## config.mk

```make
export PLATFORM = sky130hd
export DESIGN_NAME = bresenham_line_generator
export DESIGN_NICKNAME = d
export VERILOG_FILES = /design/src/hw/rtl/bres_pkg.sv /design/src/hw/rtl/bres_front.sv /design/src/hw/rtl/bres_queue.sv /design/src/hw/rtl/bres_back.sv /design/src/hw/rtl/bresenham_line_generator.sv
export SDC_FILE = /design/constraint.sdc
export NUM_CORES = 1
export LEC_CHECK = 0
export BUFFER_PORTS_ARGS = -buffer_cell sky130_fd_sc_hd__buf_4
export CAP_MARGIN = 40
export CORE_ASPECT_RATIO = 1.1
export CORE_MARGIN = 10
export CORE_UTILIZATION = 30
export DETAILED_ROUTE_END_ITERATION = 6
export RECOVER_POWER = 100
export SLEW_MARGIN = 20
export SYNTH_ARGS = -nofsm -noshare
export SYNTH_HDL_FRONTEND = slang
export SYNTH_SLANG_ARGS = --single-unit
```

## constraint.sdc

```tcl
create_clock -name clk -period 4.53 [get_ports clk]
set_clock_uncertainty 0.2 [all_clocks]
set_input_delay 0.2265 -clock clk [delete_from_list [all_inputs] [get_ports clk]]
set_output_delay 0.2265 -clock clk [all_outputs]
set_load 0.01 [all_outputs]
```

## src/hw/rtl/bres_pkg.sv

```systemverilog
// Shared constants for the Bresenham line generator.
// Used by bres_front, bres_back and bresenham_line_generator.
package bres_pkg;

  localparam int COORD_BITS_DEF = 12;
  localparam int QUEUE_DEPTH    = 2;

  typedef enum logic {
    MODE_START = 1'b0,
    MODE_STEP  = 1'b1
  } mode_t;

endpackage

```

## src/hw/rtl/bres_front.sv

```systemverilog
// Front end: classifies incoming words and works out deltas, directions
// and the major axis of a start word. Depends on bres_pkg.
module bres_front #(
  parameter int COORD_BITS = bres_pkg::COORD_BITS_DEF
) (
  input  logic                        mode,
  input  logic signed [COORD_BITS-1:0] x_start,
  input  logic signed [COORD_BITS-1:0] x_end,
  input  logic signed [COORD_BITS-1:0] y_start,
  input  logic signed [COORD_BITS-1:0] y_end,
  output logic [4*COORD_BITS+3:0]      entry
);

  logic [COORD_BITS:0]   dx;
  logic [COORD_BITS:0]   dy;
  logic [COORD_BITS:0]   dx_neg;
  logic [COORD_BITS:0]   dy_neg;
  logic [COORD_BITS-1:0] adx;
  logic [COORD_BITS-1:0] ady;
  logic                  xneg;
  logic                  yneg;
  logic                  xmaj;
  logic                  is_step;

  always_comb begin
    dx      = {x_end[COORD_BITS-1], x_end} - {x_start[COORD_BITS-1], x_start};
    dy      = {y_end[COORD_BITS-1], y_end} - {y_start[COORD_BITS-1], y_start};
    dx_neg  = -dx;
    dy_neg  = -dy;
    xneg    = dx[COORD_BITS];
    yneg    = dy[COORD_BITS];
    adx     = xneg ? dx_neg[COORD_BITS-1:0] : dx[COORD_BITS-1:0];
    ady     = yneg ? dy_neg[COORD_BITS-1:0] : dy[COORD_BITS-1:0];
    xmaj    = adx > ady;
    is_step = (mode == bres_pkg::MODE_STEP);
    entry   = {is_step, xneg, yneg, xmaj, x_start, y_start,
               xmaj ? adx : ady, xmaj ? ady : adx};
  end

endmodule

```

## src/hw/rtl/bres_queue.sv

```systemverilog
// Short FIFO between front and back ends.
// Generic width and depth; no package dependency.
module bres_queue #(
  parameter int WIDTH = 52,
  parameter int DEPTH = 2
) (
  input  logic             clk,
  input  logic             rst,
  input  logic             push,
  input  logic [WIDTH-1:0] wdata,
  output logic             full,
  input  logic             pop,
  output logic             rvalid,
  output logic [WIDTH-1:0] rdata
);

  localparam int PW = (DEPTH > 1) ? $clog2(DEPTH) : 1;
  localparam int CW = $clog2(DEPTH + 1);

  logic [WIDTH-1:0] mem [DEPTH];
  logic [PW-1:0]    wr_ptr;
  logic [PW-1:0]    rd_ptr;
  logic [CW-1:0]    count;

  assign full   = (count == CW'(DEPTH));
  assign rvalid = (count != '0);
  assign rdata  = mem[rd_ptr];

  always_ff @(posedge clk) begin
    if (push) begin
      mem[wr_ptr] <= wdata;
    end
  end

  always_ff @(posedge clk) begin
    if (rst) begin
      wr_ptr <= '0;
      rd_ptr <= '0;
      count  <= '0;
    end else begin
      if (push) begin
        wr_ptr <= (wr_ptr == PW'(DEPTH - 1)) ? '0 : wr_ptr + PW'(1);
      end
      if (pop) begin
        rd_ptr <= (rd_ptr == PW'(DEPTH - 1)) ? '0 : rd_ptr + PW'(1);
      end
      if (push && !pop) begin
        count <= count + CW'(1);
      end else if (pop && !push) begin
        count <= count - CW'(1);
      end
    end
  end

endmodule

```

## src/hw/rtl/bres_back.sv

```systemverilog
// Back end: line state, one output word per popped word, registered output.
// Depends on bres_pkg.
module bres_back #(
  parameter int COORD_BITS = bres_pkg::COORD_BITS_DEF
) (
  input  logic                         clk,
  input  logic                         rst,
  input  logic                         q_valid,
  input  logic [4*COORD_BITS+3:0]      q_entry,
  output logic                         q_ready,
  output logic                         out_valid,
  input  logic                         out_ready,
  output logic signed [COORD_BITS-1:0] pixel_x,
  output logic signed [COORD_BITS-1:0] pixel_y,
  output logic                         last_pixel,
  output logic                         no_pixel
);

  localparam int CB = COORD_BITS;
  localparam int EW = COORD_BITS + 2;

  logic          e_step;
  logic          e_xneg;
  logic          e_yneg;
  logic          e_xmaj;
  logic [CB-1:0] e_xs;
  logic [CB-1:0] e_ys;
  logic [CB-1:0] e_dmaj;
  logic [CB-1:0] e_dmin;

  logic [CB-1:0] current_x;
  logic [CB-1:0] current_y;
  logic [EW-1:0] error_term;
  logic [EW-1:0] err_diag;
  logic [EW-1:0] err_straight;
  logic [CB-1:0] steps_left;
  logic          x_negative;
  logic          y_negative;
  logic          x_is_major;
  logic          line_active;

  logic          pop;
  logic          diag;
  logic          move_x;
  logic          move_y;
  logic [CB-1:0] x_stepped;
  logic [CB-1:0] y_stepped;

  assign {e_step, e_xneg, e_yneg, e_xmaj, e_xs, e_ys, e_dmaj, e_dmin} = q_entry;

  assign q_ready = !out_valid || out_ready;
  assign pop     = q_valid && q_ready;

  always_comb begin
    diag      = !error_term[EW-1];
    move_x    = x_is_major || diag;
    move_y    = !x_is_major || diag;
    x_stepped = current_x + (x_negative ? {CB{1'b1}} : CB'(1));
    y_stepped = current_y + (y_negative ? {CB{1'b1}} : CB'(1));
  end

  always_ff @(posedge clk) begin
    if (rst) begin
      out_valid   <= 1'b0;
      line_active <= 1'b0;
    end else begin
      if (pop) begin
        out_valid <= 1'b1;
        if (!e_step) begin
          line_active <= (e_dmaj != '0);
        end else if (line_active && steps_left == CB'(1)) begin
          line_active <= 1'b0;
        end
      end else if (out_ready) begin
        out_valid <= 1'b0;
      end
    end
  end

  always_ff @(posedge clk) begin
    if (pop) begin
      if (!e_step) begin
        current_x    <= e_xs;
        current_y    <= e_ys;
        error_term   <= {1'b0, e_dmin, 1'b0} - {2'b00, e_dmaj};
        err_diag     <= {1'b0, e_dmin, 1'b0} - {1'b0, e_dmaj, 1'b0};
        err_straight <= {1'b0, e_dmin, 1'b0};
        steps_left   <= e_dmaj;
        x_negative   <= e_xneg;
        y_negative   <= e_yneg;
        x_is_major   <= e_xmaj;
        pixel_x      <= e_xs;
        pixel_y      <= e_ys;
        last_pixel   <= (e_dmaj == '0);
        no_pixel     <= 1'b0;
      end else if (!line_active) begin
        pixel_x    <= '0;
        pixel_y    <= '0;
        last_pixel <= 1'b0;
        no_pixel   <= 1'b1;
      end else begin
        if (move_x) begin
          current_x <= x_stepped;
        end
        if (move_y) begin
          current_y <= y_stepped;
        end
        error_term <= error_term + (diag ? err_diag : err_straight);
        steps_left <= steps_left - CB'(1);
        pixel_x    <= move_x ? x_stepped : current_x;
        pixel_y    <= move_y ? y_stepped : current_y;
        last_pixel <= (steps_left == CB'(1));
        no_pixel   <= 1'b0;
      end
    end
  end

endmodule

```

## src/hw/rtl/bresenham_line_generator.sv

```systemverilog
// Bresenham line rasterizer, all octants; one result word per input word.
// Path: an accepted word is written into the queue, then into the back end's
// output register. Throughput: one word per cycle while out_ready stays high,
// set by the error update in the back end; a 2-entry queue decouples ends.
// Reset (rst, synchronous) empties the queue and output and ends any line.
module bresenham_line_generator #(
  parameter int COORD_BITS = bres_pkg::COORD_BITS_DEF
) (
  input  logic                         clk,
  input  logic                         rst,
  input  logic                         in_valid,
  output logic                         in_ready,
  input  logic                         mode,
  input  logic signed [COORD_BITS-1:0] x_start,
  input  logic signed [COORD_BITS-1:0] x_end,
  input  logic signed [COORD_BITS-1:0] y_start,
  input  logic signed [COORD_BITS-1:0] y_end,
  output logic                         out_valid,
  input  logic                         out_ready,
  output logic signed [COORD_BITS-1:0] pixel_x,
  output logic signed [COORD_BITS-1:0] pixel_y,
  output logic                         last_pixel,
  output logic                         no_pixel
);

  localparam int ENTRY_W = 4 * COORD_BITS + 4;

  logic [ENTRY_W-1:0] f_entry;
  logic [ENTRY_W-1:0] q_entry;
  logic               q_full;
  logic               q_valid;
  logic               q_ready;
  logic               q_pop;

  assign in_ready = !q_full;
  assign q_pop    = q_valid && q_ready;

  bres_front #(
    .COORD_BITS(COORD_BITS)
  ) u_front (
    .mode    (mode),
    .x_start (x_start),
    .x_end   (x_end),
    .y_start (y_start),
    .y_end   (y_end),
    .entry   (f_entry)
  );

  bres_queue #(
    .WIDTH(ENTRY_W),
    .DEPTH(bres_pkg::QUEUE_DEPTH)
  ) u_queue (
    .clk    (clk),
    .rst    (rst),
    .push   (in_valid && in_ready),
    .wdata  (f_entry),
    .full   (q_full),
    .pop    (q_pop),
    .rvalid (q_valid),
    .rdata  (q_entry)
  );

  bres_back #(
    .COORD_BITS(COORD_BITS)
  ) u_back (
    .clk        (clk),
    .rst        (rst),
    .q_valid    (q_valid),
    .q_entry    (q_entry),
    .q_ready    (q_ready),
    .out_valid  (out_valid),
    .out_ready  (out_ready),
    .pixel_x    (pixel_x),
    .pixel_y    (pixel_y),
    .last_pixel (last_pixel),
    .no_pixel   (no_pixel)
  );

  a_reset_empty: assert property (@(posedge clk)
    rst |=> (!out_valid && in_ready))
    else $error("output or queue not empty after reset");

  a_idle_step_zero: assert property (@(posedge clk) disable iff (rst)
    (out_valid && no_pixel) |-> (pixel_x == '0 && pixel_y == '0 && !last_pixel))
    else $error("no_pixel word carries coordinates or last flag");

  a_queue_held: assert property (@(posedge clk) disable iff (rst)
    (q_valid && !q_ready) |=> (q_valid && $stable(q_entry)))
    else $error("queue head changed while back end stalled");

endmodule
```

==> impl_metrics.toml, run 1 <==
[clock_tree]
clockBufferDepth = 3
cts_tree = "done"
clk_pin_slew_ns = 0.06
clkLatencyLatePin_ns = 0.51
h-tree-depth = 1
cts_buffers = 23
root_buffer = "clkbuf_16"
cts.sinks = 214

[global_routing]
grt_start_max_net_pins = 33
grt_pass1_vias = 9240
antenna_found_initial = 3
grt_use_total_pct = 11.8
grt_pass1_wl_um = 49600
gr-total-overflow = 0

[yosys]
synth_area_leaders = "edfxtp_1 (48%), ha_1 (9.2%), mux2i_1 (5.5%)"
synth_top_flop_cell = "edfxtp_1"
yosysSeqAreaShare_pct = 48.7
synth_warnings = 0
syn_nets = 1319
yosysTopAreaCell = "edfxtp_1"
synth-edff-count = 207
synth_cell_types = 76
syn_area_mm2 = 0.0131
avgSynthCellArea_um2 = 11.2
yosys_register_bits = 214
postSynthCellCount = 1163
synth_top_cell_area_share_pct = 47.6
async_flop_share_pct = 0

[die]
fp-row-count = 80
die_x_um = 219
die_area_mm2 = 0.0523
ios = 81
floorplan.initialDensity_pct = 30.2
coreArea_mm2 = 0.0432
die_h_um = 239

[pwr]
powerDensity_mw_per_mm2 = 752
power.total_mw = 11.9
ir_worst_vdd_uv = 346
p_leak_nw = 6.12

[cells_and_area]
final_area_mm2 = 0.0159
final_layout_size_suffix_gt1_share_pct = 14.7
mostFrequentLayoutCells = "edfxtp_1 (207), ha_1 (89), buf_4 (89), nor2_1 (85), a21oi_1 (73)"
finalNetCount = 1491
multi_input_area_mm2 = 0.00653
area_delta_synth_final_pct = 21.5
final_common_cell = "edfxtp_1"
nFillCells = 4294
post-route-util_pct = 36.7
seqCellArea_mm2 = 0.00636
layout.cells.non_filler = 1928

[sta]
period_minus_slack_ns = 4.43
finalWorstSetupSlack_ns = 0.104
drv_slew = 56
worst_slew_pin_slew_ns = 1.58
fin_setup_tns_ns = 0
setup_viol = 0
maxSlewHeadroom_pct = -5.49
hold_viol = 0
hold_slack_ns = 0.261
max_freq_mhz = 226
fin_crit_sh_pct = 97.7

[worst_setup_path]
critPathMaxFanout = 6
cp.required_ns = 4.59
worst-setup-path-type = "primary input to flip-flop"
r2r-end = "u_back.err_diag[13]$_DFFE_PP_"
worst-r2r-cell-count = 13
crit_arrival_ns = 4.48
critical_path.max_stage_delay_ns = 0.56
regToRegSetupSlack_ns = 0.52
cp-end-kind = "flip-flop"
slowest_stage = "dlygate4sd3_1"
path_cells = "dlygate4sd3_1 -> buf_4 -> inv_1 -> ha_4 -> o21a_1 -> a21o_1 -> o311a_1 -> o21a_1 -> or2_1 -> and3b_1 -> a311oi_2 -> a21o_1 -> nand2_1 -> ha_1 -> nand4_1 -> or2_4 -> nor2_2 -> o22a_1 -> inv_2 -> clkbuf_16 -> mux2i_4"
setup.worst_path.start_class = "primary input"

[worst_hold_path]
hold_class = "primary input to flip-flop"
holdPathEnd = "u_queue.mem[1][12]$_DFFE_PP_"
hold_path_depth = 4
hold_start = "x_end[0]"

[routing]
finalWirelength_um = 31900
drtIter0Drc = 497
vias = 9273
drc_errors = 0
viasPerCell = 4.81
drt_first_pass_iters = 5
ant_nets = 0
wl_per_cell_um = 16.6

[outcome]
outcome = "finished with violations"
violations = "max-capacitance violations, max-slew violations"

[place]
dpl-instance-area_mm2 = 0.0148
hpwl_um = 23800
place_inst = 1845
routabilityCongestion = 0.854
place_ws_ns = -0.176
port_buffers = 80

[flow_run]
cap_violations = 3
## cell type report
| cell class | count | share of cell area [%] |
|---|---|---|
| Clock inverter | 13 | 0.939 |
| Multi-Input combinational cell | 849 | 41.1 |
| Inverter | 67 | 1.59 |
| Sequential cell | 214 | 40.1 |
| Antenna cell | 3 | 0.0473 |
| Timing Repair Buffer | 180 | 7.96 |
| Tap cell | 574 | 4.53 |
| Clock buffer | 28 | 3.75 |
## registers in the layout, summed over array words and instances (netlist names), 2 cells and up, named ones only
signal,flops
u_queue.mem,104
u_back.current_y,12
u_back.pixel_y,12
u_back.err_straight,12
u_back.pixel_x,12
u_back.err_diag,13
u_back.error_term,13
u_back.steps_left,12
u_back.current_x,12
u_queue.count,2
## metal layers
| metal | GRT usage (%) | part of all wire [%] | wire length [µm] |
|---|---|---|---|
| met1 | 15.0 | 46 | 14600 |
| met3 | 1.32 | 3.0 | 953 |
| met4 | 3.70 | 2.1 | 661 |
| met2 | 20.3 | 49 | 15700 |
| met5 | 0 | 0 | 0 |
## synthesized netlist by cell type (all sizes together), types with 4 or more instances
master and n:
edfxtp 207, ha 96, nor2 90, a21oi 76, mux2i 72, inv 67
nand2 66, o21ai 57, xnor2 45, xor2 45, nor2b 37, nor3 28
a21o 24, mux2 24, a211oi 19, clkbuf 18, nand2b 17, buf 15
nand3 14, o21a 14, a31oi 12, or3 9, and3 8, dfxtp 7
fa 7, nand4 6, o21bai 6, a21boi 5, or2 5, a41oi 4
nor3b 4, o22ai 4, o31ai 4, or4 4
## what timing repair did
action,CTS,global route
hold buffers,28,0
setup endpoints to repair,0,50
setup buffers,0,8
endpoints found under the hold margin,57,0
gates resized for setup,0,42
## cell families after synthesis
logic type	synth area share, %
compound gates	12.4
simple gates	12.0
mux	7.59
flops	48.7
xor+xnor	6.04
fa+ha+maj	10.3
buf+inv	3.00
## how the worst max path moves through the flow
stage / from / to / cells after the start / slack (ns)
3_3_place_gp: x_start[0] / u_queue.mem[0][13]$_DFFE_PP_ / 20 / -0.02
6_report: x_start[5] / u_queue.mem[1][18]$_DFFE_PP_ / 21 / 0.10
2_1_floorplan: x_end[0] / u_queue.mem[0][11]$_DFFE_PP_ / 22 / 0.05
3_5_place_dp: x_start[0] / u_queue.mem[0][15]$_DFFE_PP_ / 19 / -0.18
5_1_grt: x_start[6] / u_queue.mem[1][18]$_DFFE_PP_ / 23 / -0.07
4_1_cts: x_start[5] / u_queue.mem[1][10]$_DFFE_PP_ / 20 / 0.0002
## critical path, delay by kind of cell
family | cells | cell delay, ns
fa+ha+maj | 2 | 0.54
compound gates | 7 | 1.46
buf+inv | 5 | 1.08
mux | 1 | 0.18
simple gates | 6 | 1.01
## report_power, final
group	switching (mW)	leakage, nW	internal (mW)
sequential	0.284	2.00	3.35
clock	0.773	0.368	1.11
combinational	3.66	3.75	2.75
No activity file was read; power rests on OpenSTA's default activity.
==> run 2: changes to the inputs <==
- CTS_CLUSTER_DIAMETER: not set -> 200
- PLACE_DENSITY: not set -> 0.44
==> impl_metrics.toml, run 2 (synthesis results as in run 1) <==
[worst_setup_path]
cp.required_ns = 4.69
worst-setup-path-type = "primary input to flip-flop"
cp-end-kind = "flip-flop"
setup.worst_path.start_class = "primary input"
critPathMaxFanout = 5
crit_arrival_ns = 4.55

[die]
ios = 81
die_h_um = 239
coreArea_mm2 = 0.0432
die_x_um = 219
fp-row-count = 80
floorplan.initialDensity_pct = 30.2
die_area_mm2 = 0.0523

[sta]
hold_slack_ns = 0.150
worst_slew_pin_slew_ns = 0.803
fin_crit_sh_pct = 96.9
max_freq_mhz = 228
maxSlewHeadroom_pct = 44.9
setup_viol = 0
period_minus_slack_ns = 4.39
drv_slew = 0
fin_setup_tns_ns = 0
finalWorstSetupSlack_ns = 0.141
hold_viol = 0

[place]
place_inst = 1864
hpwl_um = 26100
place_ws_ns = -0.0997
port_buffers = 80
dpl-instance-area_mm2 = 0.0149
routabilityCongestion = 0.805

[cells_and_area]
antenna_cells = 0
largest_register = "u_queue.mem"
finalNetCount = 1509
top_regs = "u_queue.mem x104, u_back.err_diag x13, u_back.error_term x13"
seqCellArea_mm2 = 0.00636
mostFrequentLayoutCells = "edfxtp_1 (207), buf_4 (156), ha_1 (88), nor2_1 (83), a21oi_1 (72)"
final_layout_size_suffix_gt1_share_pct = 21.5
post-route-util_pct = 37.8
area_delta_synth_final_pct = 25.2
final_area_mm2 = 0.0163
final_common_cell = "edfxtp_1"
largest_reg_flops = 104
layout.cells.non_filler = 1945
nFillCells = 4299
multi_input_area_mm2 = 0.00666

[clock_tree]
root_buffer = "clkbuf_16"
cts_buffers = 25
clkLatencyLatePin_ns = 0.53
clk_pin_slew_ns = 0.06
h-tree-depth = 1
cts_tree = "done"
clockBufferDepth = 3
cts.sinks = 214

[global_routing]
antenna_found_initial = 1
grt_use_total_pct = 13.2
grt_pass1_wl_um = 54100
gr-total-overflow = 0
grt_start_max_net_pins = 35
grt_pass1_vias = 9341

[pwr]
power.total_mw = 12.2
p_leak_nw = 6.43
powerDensity_mw_per_mm2 = 745
ir_worst_vdd_uv = 276

[routing]
vias = 9232
drt_first_pass_iters = 5
viasPerCell = 4.75
finalWirelength_um = 34900
drc_errors = 0
wl_per_cell_um = 17.9
drtIter0Drc = 482
ant_nets = 0

[flow_run]
cap_violations = 0

[worst_hold_path]
hold_class = "primary input to flip-flop"

[outcome]
outcome = "complete, no violations"
==> run 2: cell type report <==
type | instances | share of cell area [%]
Clock inverter | 14 | 0.582
Inverter | 67 | 1.55
Timing Repair Buffer | 195 | 9.80
Timing Repair inverter | 1 | 0.0306
Sequential cell | 214 | 38.9
Clock buffer | 31 | 4.03
Tap cell | 574 | 4.39
Multi-Input combinational cell | 849 | 40.7
==> run 2: path summary, 6_finish.rpt <==
check                           slack [ns]                            end                     startpoint  cells after the start
worst max-delay path                  0.14   u_queue.mem[1][20]$_DFFE_PP_                     x_start[7]                     22
worst min-delay path                  0.15   u_queue.mem[0][12]$_DFFE_PP_                     x_start[0]                      3
worst max register to register        0.57  u_back.err_diag[11]$_DFFE_PP_                      flip-flop                     12
worst min register to register        0.30  u_back.out_valid$_SDFFE_PP0P_  u_back.out_valid$_SDFFE_PP0P_                      2
==> run 2: repair_timing <==
item                                   in CTS  in global routing
resized for setup                           0                 67
hold buffers                               28                  0
setup buffers                               0                  6
endpoints found under the hold margin      57                  0
setup endpoints to repair                   0                 50
==> run 2: routing by layer <==
layer | track usage, % | up-vias | wire (µm)
li1 | - | 4701 | -
met1 | 18.0 | 4386 | 16700
met2 | 21.9 | 114 | 16600
met3 | 1.52 | 31 | 1080
met4 | 2.91 | 0 | 442
met5 | 0 | - | 0
==> run 2: worst max-delay path, cell delays in order <==
cell           delay (ns)
dlygate4sd3_1        0.54
buf_4                0.13
inv_1                0.05
ha_1                 0.29
a21o_1               0.22
o311a_1              0.40
o21a_1               0.20
o21ai_1              0.17
a31oi_2              0.16
inv_2                0.14
o31ai_2              0.08
xor2_1               0.21
inv_1                0.07
ha_1                 0.31
a21o_1               0.18
a21o_1               0.17
a21oi_1              0.14
o21ai_0              0.10
o22a_2               0.27
inv_4                0.10
clkbuf_16            0.16
mux2i_2              0.22
==> run 2: report_power, final <==
part           switching, mW  internal (mW)  leakage, nW
registers              0.310           3.34         2.00
clock network          0.813           1.08        0.371
logic                   3.70           2.94         4.06
total                   4.82           7.36         6.43
